## src/hw/rtl/bsf_pkg.sv

```systemverilog
// ----------------------------------------------------------------------------
// bsf_pkg
// Shared types and constants of the bitmap span fill block: item and result
// formats, register indexes, sequencer states and the byte span mask.
// ----------------------------------------------------------------------------
package bsf_pkg;

  // Field widths fixed by the item format
  localparam int unsigned ROW_W      = 9;
  localparam int unsigned X_W        = 9;
  localparam int unsigned BYTE_W     = 6;
  localparam int unsigned RB_REG_W   = 7;
  localparam int unsigned HR_REG_W   = 10;
  localparam int unsigned CFG_IDX_W  = 2;
  localparam int unsigned CFG_DATA_W = 10;

  // Configuration register indexes
  localparam logic [CFG_IDX_W-1:0] REG_ROW_BYTES   = 2'd0;
  localparam logic [CFG_IDX_W-1:0] REG_HEIGHT_ROWS = 2'd1;

  // Register reset values
  localparam logic [RB_REG_W-1:0] ROW_BYTES_RST   = 7'd64;
  localparam logic [HR_REG_W-1:0] HEIGHT_ROWS_RST = 10'd512;

  localparam logic [7:0] FULL_BYTE = 8'hff;

  typedef enum logic {
    OP_FILL = 1'b0,
    OP_READ = 1'b1
  } bsf_op_e;

  typedef enum logic [2:0] {
    ST_CLEAR,
    ST_IDLE,
    ST_CHECK,
    ST_READ,
    ST_FILL,
    ST_MERGE,
    ST_DONE
  } bsf_state_e;

  typedef struct packed {
    bsf_op_e           operation;
    logic [ROW_W-1:0]  row;
    logic [X_W-1:0]    x_start;
    logic [X_W-1:0]    x_end;
    logic [BYTE_W-1:0] byte_column;
  } bsf_item_t;

  typedef struct packed {
    logic [7:0] read_byte;
    logic       rejected;
  } bsf_res_t;

  // Pixels lo..hi of a byte set, bit 7 is the leftmost pixel
  function automatic logic [7:0] span_mask(input logic [2:0] lo, input logic [2:0] hi);
    logic [7:0] left;
    logic [7:0] right;
    left  = FULL_BYTE >> lo;
    right = FULL_BYTE << (3'd7 - hi);
    return left & right;
  endfunction

endpackage

```

## src/hw/rtl/bsf_ctrl.sv

```systemverilog
// ----------------------------------------------------------------------------
// bsf_ctrl
// Sequencer of the span fill: clears the store after reset, checks each item
// against the configured bitmap, and walks the bytes of a span through one
// shared address/mask unit (full bytes written, edge bytes read-modify-write).
// ----------------------------------------------------------------------------
module bsf_ctrl #(
  parameter int unsigned MAX_ROW_BYTES = 64,
  parameter int unsigned MAX_ROWS      = 512,
  localparam int unsigned DEPTH  = MAX_ROW_BYTES * MAX_ROWS,
  localparam int unsigned ADDR_W = (DEPTH > 1) ? $clog2(DEPTH) : 1
) (
  input  logic                           clk_i,
  input  logic                           rst_ni,
  // item channel
  input  logic                           item_valid_i,
  input  bsf_pkg::bsf_item_t             item_i,
  output logic                           item_ready_o,
  // configuration
  input  logic [bsf_pkg::RB_REG_W-1:0]   row_bytes_i,
  input  logic [bsf_pkg::HR_REG_W-1:0]   height_rows_i,
  // result toward the output register
  output logic                           res_valid_o,
  output bsf_pkg::bsf_res_t              res_o,
  input  logic                           res_ready_i,
  // store port
  output logic                           mem_we_o,
  output logic                           mem_re_o,
  output logic [ADDR_W-1:0]              mem_addr_o,
  output logic [7:0]                     mem_wdata_o,
  input  logic [7:0]                     mem_rdata_i
);

  localparam int unsigned RB_W   = $clog2(MAX_ROW_BYTES + 1);
  localparam int unsigned HR_W   = $clog2(MAX_ROWS + 1);
  localparam int unsigned PROD_W = bsf_pkg::ROW_W + RB_W;

  bsf_pkg::bsf_state_e state_q, state_d;
  bsf_pkg::bsf_item_t  item_q, item_d;
  logic [ADDR_W-1:0]          clr_q, clr_d;
  logic [ADDR_W-1:0]          base_q, base_d;
  logic [bsf_pkg::BYTE_W-1:0] b_q, b_d;
  logic                       rej_q, rej_d;

  logic [RB_W-1:0]            rb_eff;
  logic [HR_W-1:0]            hr_eff;
  logic [PROD_W-1:0]          prod;
  logic [bsf_pkg::BYTE_W-1:0] b_first;
  logic [bsf_pkg::BYTE_W-1:0] b_last;
  logic [2:0]                 lo_bit;
  logic [2:0]                 hi_bit;
  logic [7:0]                 mask;
  logic [ADDR_W-1:0]          byte_addr;

  // Registers in use, out-of-range values clamped
  always_comb begin
    if (row_bytes_i == '0) begin
      rb_eff = RB_W'(1);
    end else if (32'(row_bytes_i) > MAX_ROW_BYTES) begin
      rb_eff = RB_W'(MAX_ROW_BYTES);
    end else begin
      rb_eff = RB_W'(row_bytes_i);
    end
    if (height_rows_i == '0) begin
      hr_eff = HR_W'(1);
    end else if (32'(height_rows_i) > MAX_ROWS) begin
      hr_eff = HR_W'(MAX_ROWS);
    end else begin
      hr_eff = HR_W'(height_rows_i);
    end
  end

  // Row base address
  assign prod = PROD_W'(item_q.row) * PROD_W'(rb_eff);

  // Shared byte unit: mask and address of the current span byte
  assign b_first   = item_q.x_start[bsf_pkg::X_W-1:3];
  assign b_last    = item_q.x_end[bsf_pkg::X_W-1:3];
  assign lo_bit    = (b_q == b_first) ? item_q.x_start[2:0] : 3'd0;
  assign hi_bit    = (b_q == b_last)  ? item_q.x_end[2:0]   : 3'd7;
  assign mask      = bsf_pkg::span_mask(lo_bit, hi_bit);
  assign byte_addr = base_q + ADDR_W'(b_q);

  // Next state and outputs
  always_comb begin
    state_d      = state_q;
    item_d       = item_q;
    clr_d        = clr_q;
    base_d       = base_q;
    b_d          = b_q;
    rej_d        = rej_q;
    item_ready_o = 1'b0;
    res_valid_o  = 1'b0;
    mem_we_o     = 1'b0;
    mem_re_o     = 1'b0;
    mem_addr_o   = byte_addr;
    mem_wdata_o  = bsf_pkg::FULL_BYTE;

    res_o.rejected  = rej_q;
    res_o.read_byte = (item_q.operation == bsf_pkg::OP_READ && !rej_q) ? mem_rdata_i : 8'h00;

    case (state_q)
      bsf_pkg::ST_CLEAR: begin
        mem_we_o    = 1'b1;
        mem_addr_o  = clr_q;
        mem_wdata_o = 8'h00;
        if (clr_q == ADDR_W'(DEPTH - 1)) begin
          state_d = bsf_pkg::ST_IDLE;
        end else begin
          clr_d = clr_q + 1'b1;
        end
      end

      bsf_pkg::ST_IDLE: begin
        item_ready_o = 1'b1;
        if (item_valid_i) begin
          item_d  = item_i;
          state_d = bsf_pkg::ST_CHECK;
        end
      end

      bsf_pkg::ST_CHECK: begin
        base_d = ADDR_W'(prod);
        b_d    = b_first;
        rej_d  = 1'b0;
        if (32'(item_q.row) >= 32'(hr_eff)) begin
          rej_d   = 1'b1;
          state_d = bsf_pkg::ST_DONE;
        end else if (item_q.operation == bsf_pkg::OP_READ) begin
          if (32'(item_q.byte_column) >= 32'(rb_eff)) begin
            rej_d   = 1'b1;
            state_d = bsf_pkg::ST_DONE;
          end else begin
            state_d = bsf_pkg::ST_READ;
          end
        end else if (item_q.x_start > item_q.x_end) begin
          // empty span: nothing written
          state_d = bsf_pkg::ST_DONE;
        end else if (32'(item_q.x_end) >= 32'(rb_eff) * 8) begin
          rej_d   = 1'b1;
          state_d = bsf_pkg::ST_DONE;
        end else begin
          state_d = bsf_pkg::ST_FILL;
        end
      end

      bsf_pkg::ST_READ: begin
        mem_re_o   = 1'b1;
        mem_addr_o = base_q + ADDR_W'(item_q.byte_column);
        state_d    = bsf_pkg::ST_DONE;
      end

      bsf_pkg::ST_FILL: begin
        if (mask == bsf_pkg::FULL_BYTE) begin
          // whole byte: plain write
          mem_we_o = 1'b1;
          if (b_q == b_last) begin
            state_d = bsf_pkg::ST_DONE;
          end else begin
            b_d = b_q + 1'b1;
          end
        end else begin
          // edge byte: fetch for merge
          mem_re_o = 1'b1;
          state_d  = bsf_pkg::ST_MERGE;
        end
      end

      bsf_pkg::ST_MERGE: begin
        mem_we_o    = 1'b1;
        mem_wdata_o = mem_rdata_i | mask;
        if (b_q == b_last) begin
          state_d = bsf_pkg::ST_DONE;
        end else begin
          b_d     = b_q + 1'b1;
          state_d = bsf_pkg::ST_FILL;
        end
      end

      bsf_pkg::ST_DONE: begin
        res_valid_o = 1'b1;
        if (res_ready_i) begin
          state_d = bsf_pkg::ST_IDLE;
        end
      end

      default: begin
        state_d = bsf_pkg::ST_IDLE;
      end
    endcase
  end

  // Control state
  always_ff @(posedge clk_i or negedge rst_ni) begin
    if (!rst_ni) begin
      state_q <= bsf_pkg::ST_CLEAR;
      clr_q   <= '0;
      rej_q   <= 1'b0;
    end else begin
      state_q <= state_d;
      clr_q   <= clr_d;
      rej_q   <= rej_d;
    end
  end

  // Item payload and walk position
  always_ff @(posedge clk_i) begin
    item_q <= item_d;
    base_q <= base_d;
    b_q    <= b_d;
  end

endmodule

```

## config.mk

```make
export PLATFORM = sky130hd
export DESIGN_NAME = bsf_ctrl
export DESIGN_NICKNAME = d
export VERILOG_FILES = /design/src/hw/rtl/bsf_pkg.sv /design/src/hw/rtl/bsf_ctrl.sv
export SDC_FILE = /design/constraint.sdc
export NUM_CORES = 1
export LEC_CHECK = 0
export ABC_AREA = 1
export BUFFER_PORTS_ARGS = -buffer_cell sky130_fd_sc_hd__buf_2
export CORE_ASPECT_RATIO = 0.7
export CORE_MARGIN = 10
export CORE_UTILIZATION = 28
export DETAILED_ROUTE_END_ITERATION = 8
export GPL_ROUTABILITY_DRIVEN = 1
export PLACE_DENSITY_LB_ADDON = 0.3
export SLEW_MARGIN = 25
export SYNTH_ARGS = -nofsm -noshare
export SYNTH_HDL_FRONTEND = slang
export SYNTH_SLANG_ARGS = --single-unit
```

## constraint.sdc

```tcl
create_clock -name clk_i -period 6.9 [get_ports clk_i]
set_clock_uncertainty 0.05 [all_clocks]
set_input_delay 0.69 -clock clk_i [delete_from_list [all_inputs] [get_ports clk_i]]
set_output_delay 0.69 -clock clk_i [all_outputs]
set_load 0.005 [all_outputs]
```

# After elaboration in Yosys (flattened, before gate mapping)

Cells that the tools add are included.

$mul: 1
Reductions and logical operators: 11
Bitwise logic cells: 3
Add/sub/neg operators: 5
$lt $le $gt $ge: 6
Equal/unequal tests: 15
Shift-type cells: 2
Mux-type cells: 35

Operators by type and width:

| kind                    | number |
|---|---|
| $add A15 B6 Y15         | 2 |
| $mux W3                 | 10 |
| $pmux W15 S2            | 1 |
| $pmux W3 S7             | 1 |
| $ge A9 B10 Y1           | 2 |
| $mux W10                | 2 |
| $pmux W6 S3             | 1 |
| $pmux W8 S2             | 1 |
| $add A15 B1 Y15 const B | 1 |
| $eq A15 B15 Y1 const B  | 1 |
| $mul A9 B7 Y15          | 1 |
| $mux W7                 | 2 |
| $eq A6 B6 Y1            | 2 |
| $mux W6                 | 2 |
| $gt A10 B10 Y1 const B  | 1 |
| $logic_not A10 Y1       | 1 |
| $eq A3 B3 Y1 const B    | 3 |
| $gt A9 B9 Y1            | 1 |
| $mux W1                 | 9 |
| $and A8 B8 Y8           | 1 |
| $eq A8 B8 Y1 const B    | 1 |
| $mux W8                 | 1 |
| $ne A2 B2 Y1 const B    | 4 |
| $or A8 B8 Y8            | 1 |
| 20 further kinds        | 26 |

Output and inout port bits: 36
Register bits: 74
Input port bits: 63

# Logic depth before layout (Yosys ltp)

Depth in word-level cells: 9
Depth in mapped cells: 23
Gate-level depth less buffers: 23

# Worst setup path after synthesis

Ideal clock, no wire load.

Path type: input to register
Start point: input row_bytes_i[2] (netlist name)
End point: register base_q[13], data pin
Library setup time: 0.258 ns
Buffers on the path: 0
Arrival time: 4.726 ns
Stages on the path: 23
Path slack: 1.866 ns
Cell sequence: nor4_1 nand2_1 nand2_1 nand2_1 inv_1 nand2_1 fa_1 fa_1 inv_1 fa_1 inv_1 fa_1 inv_1 ha_1 a21oi_1 o21ai_0 a21oi_1 inv_1 nand2_1 nor2_1 nand3_1 nand3_1 xor2_1

Word-level cells in the longest chain between the ends: 4
Elaborated cells between the ends (all ways): 5

RTL lines:

| item                   | line            | RTL |
|---|---|---|
| start: declaration     | bsf_ctrl.sv:20  | `input logic [bsf_pkg::RB_REG_W-1:0] row_bytes_i,` |
| $gt A7 B7 Y1           | bsf_ctrl.sv:59  | `end else if (32'(row_bytes_i) > MAX_ROW_BYTES) begin` |
| $mux W7                | bsf_ctrl.sv:59  |  |
| $mux W7 (*)            | bsf_ctrl.sv:57  | `if (row_bytes_i == '0) begin` |
| $mul A9 B7 Y15 (*)     | bsf_ctrl.sv:74  | `assign prod = PROD_W'(item_q.row) * PROD_W'(rb_eff);` |
| net prod[13]           | bsf_ctrl.sv:47  | `logic [PROD_W-1:0] prod;` |
| end signal: assignment | bsf_ctrl.sv:209 | `base_q <= base_d;` |
| end: declaration       | bsf_ctrl.sv:41  | `logic [ADDR_W-1:0] base_q, base_d;` |

Mark *: on every way through the listed nets, which the timed path passes. The rest lies on a longest branch.
A chain may end at the register's enable or synchronous reset.

# Worst setup path after layout

Same ends and word-level chain as after synthesis.

==> flow_metrics.env <==
export IMPL_period_share_pct=76.5
export IMPL_firstDrtPassIters=5
export IMPL_critPathLaunchType="primary input"
export IMPL_r2r_slack_ns=2.36
export IMPL_met3_wirelength_mm=1.37
export IMPL_grt_pass1_vias=5494
export IMPL_die_h_um=149
export IMPL_via_count=5514
export IMPL_grt_max_degree=35
export IMPL_drive_gt1_share_pct=14.6
export IMPL_power_density_nw_per_um2=325
export IMPL_p_total_w=0.00255
export IMPL_place_hpwl_mm=15.5
export IMPL_drt_iter0_markers=351
export IMPL_leakage_nw=3.91
export IMPL_dr_wl_met2_mm=6.39
export IMPL_core_area_sq_um=23500
export IMPL_cts_tree="built"
export IMPL_vdd_drop_max_mv=0.154
export IMPL_crit_arrival_ns=5.33
export IMPL_place_gp_congestion=0.858
export IMPL_fp_row_count=47
export IMPL_wl_per_cell_um=14.6
export IMPL_n_antenna_cell=0
export IMPL_post_cts_buffers=0
export IMPL_reg2reg_to="base_q[12]"
export IMPL_fin_crit_ns=5.28
export IMPL_end_kind="flop"
export IMPL_die_w_um=204
export IMPL_highest_layer="met4"
export IMPL_max_freq_mhz=189
export IMPL_synth_fp_nets=990
export IMPL_grt_pass1_wl_mm=29.5
export IMPL_synth_warnings=0
export IMPL_cap_viol_max_count=0
export IMPL_cts_buffer_depth=2
export IMPL_fin_nets=1095
export IMPL_hold_class="in2async"
export IMPL_portBuffers=98
export IMPL_path_clk_slew_ns=0.06
export IMPL_cts_root_buf="clkbuf_16"
export IMPL_finalHoldViolCount=0
export IMPL_start_util_pct=28.2
export IMPL_io_pins=99
export IMPL_ys_ff_latch=74
export IMPL_synthCells=822
export IMPL_slew_headroom_pct=50.4
export IMPL_slew_viol_final=0
export IMPL_overflow=0
export IMPL_cts_hold_buf=0
export IMPL_antenna_found_initial=0
export IMPL_cts_repair_resize_count=0
export IMPL_drc=0
export IMPL_worstPathRequired_ns=6.95
export IMPL_areaGrowthSynthToFinish_pct=18.3
export IMPL_avgSynthCellArea_sq_um=8.08
export IMPL_path_max_fanout=8
export IMPL_cts_buffers=9
export IMPL_reg2reg_from="item_q[26]"
export IMPL_die_area_sq_um=30400
export IMPL_wl_met1_mm=10.3
export IMPL_yosysUniqueCellTypes=39
export IMPL_viasPerCell=4.41
export IMPL_status="finished clean"
export IMPL_synth_edf_count=55
export IMPL_synth_area_sq_um=6650
export IMPL_worstSetupPathType="in2reg"
export IMPL_reg2reg_depth=16
export IMPL_synthFlopType="edfxtp_1"
export IMPL_rsz0062_at_grt="false"
export IMPL_wirelength_mm=18.2
export IMPL_async_reset_ff_share_pct=25.7
export IMPL_grt_usage_pct=12.4
export IMPL_most_common_layout_cells="nand2_1, inv_1, buf_2"
export IMPL_final_common_cell="nand2_1"
export IMPL_tightestPinTransition_ns=0.745
export IMPL_setup_viol=0
export IMPL_ant_nets=0
export IMPL_htreeDepth=3
export IMPL_setup_tns_ns=0
export IMPL_insertion_delay_ns=0.35
export IMPL_cts_sinks=74
export IMPL_yosysSeqAreaShare_pct=32.0
## cells in the mapped netlist, types with 3 or more instances
cell type,count,area [sq um]
dfrtp_1,19,475
nand3_1,31,155
nand4_1,10,62.6
or2_2,3,18.8
o211ai_1,4,30.0
inv_1,130,488
ha_1,71,888
nor2_1,94,353
nand2_1,198,743
xnor2_1,13,114
xor2_1,25,219
inv_2,4,15.0
o21ai_0,38,190
edfxtp_1,55,1650
nor2_2,5,31.3
nor4_1,6,37.5
a21oi_1,36,180
o22ai_1,3,18.8
nor3_1,11,55.1
fa_1,34,681
o21ai_1,5,25.0
clkbuf_1,5,18.8
## how the worst max path moves through the flow
stage / from / to / slack [ns] / cells past startpoint
2_1_floorplan: row_bytes_i[2] / base_q[13] / 1.87 / 23
3_3_place_gp: row_bytes_i[2] / base_q[13] / 1.47 / 24
3_5_place_dp: row_bytes_i[2] / base_q[13] / 1.33 / 24
4_1_cts: row_bytes_i[2] / base_q[13] / 1.69 / 24
5_1_grt: row_bytes_i[3] / base_q[13] / 1.35 / 24
6_report: row_bytes_i[2] / base_q[13] / 1.62 / 24
## per-layer routing
metal | up-vias | GRT usage, %
met5 | - | 0
met1 | 2460 | 19.5
li1 | 2875 | -
met2 | 170 | 15.6
met3 | 9 | 3.47
met4 | 0 | 3.21
## registers in the layout (all words and copies together) (netlist names)
| signal | count |
|---|---|
| item_q | 22 |
| base_q | 15 |
| clr_q | 15 |
| b_first | 6 |
| b_last | 6 |
| b_q | 6 |
| state_q | 3 |
| rej_q | 1 |
## cell families after synthesis
group | count (synthesis) | share of synthesized area [%]
xor+xnor | 38 | 5.01
buf+inv | 142 | 8.08
compound gates | 98 | 8.19
simple gates | 365 | 23.1
flops | 74 | 32.0
fa+ha+maj | 105 | 23.6
## layout make-up
| cell class | count | area, sq um |
|---|---|---|
| clock buffers | 16 | 314 |
| well taps | 318 | 398 |
| flip-flops and latches | 74 | 2130 |
| repair buffers | 100 | 518 |
| multi-input cells | 606 | 3990 |
| inverters | 136 | 510 |
| fillers | 2552 | 15700 |
## per-stage QoR
stage	hold WS [ns]	utilization [%]	worst slack (ns)	instance area, sq um	cells
finish	0.242	33.4	1.62	7860	1250
global route	0.265	33.4	1.35	7860	1250
CTS	0.246	33.3	1.69	7840	1249
detailed placement	0.415	32.0	1.33	7530	1233
global placement	0.409	32.0	1.47	7530	1233
floorplan	0.344	-	1.87	6650	822
## report_power, final
| group | switching [W] | total [W] | internal, W | leakage (nW) |
|---|---|---|---|---|
| Sequential | 0.000112 | 0.000735 | 0.000623 | 0.754 |
| Clock | 0.000184 | 0.000491 | 0.000308 | 0.153 |
| Combinational | 0.000830 | 0.00133 | 0.000498 | 3.00 |
| Total | 0.00113 | 0.00255 | 0.00143 | 3.91 |
## critical path, cell delays in order
cell	delay [ns]
buf_2	0.10
nor4_1	0.39
nand2_1	0.10
nand2_1	0.10
nand2_1	0.24
inv_1	0.21
nand2_1	0.09
fa_1	0.48
fa_1	0.49
inv_1	0.05
fa_1	0.52
inv_1	0.05
fa_1	0.52
inv_1	0.04
ha_1	0.33
a21oi_1	0.16
o21ai_0	0.09
a21oi_1	0.20
inv_1	0.06
nand2_1	0.05
nor2_1	0.05
nand3_1	0.07
nand3_1	0.09
xor2_1	0.14
Power figures use the tool's default switching activity.
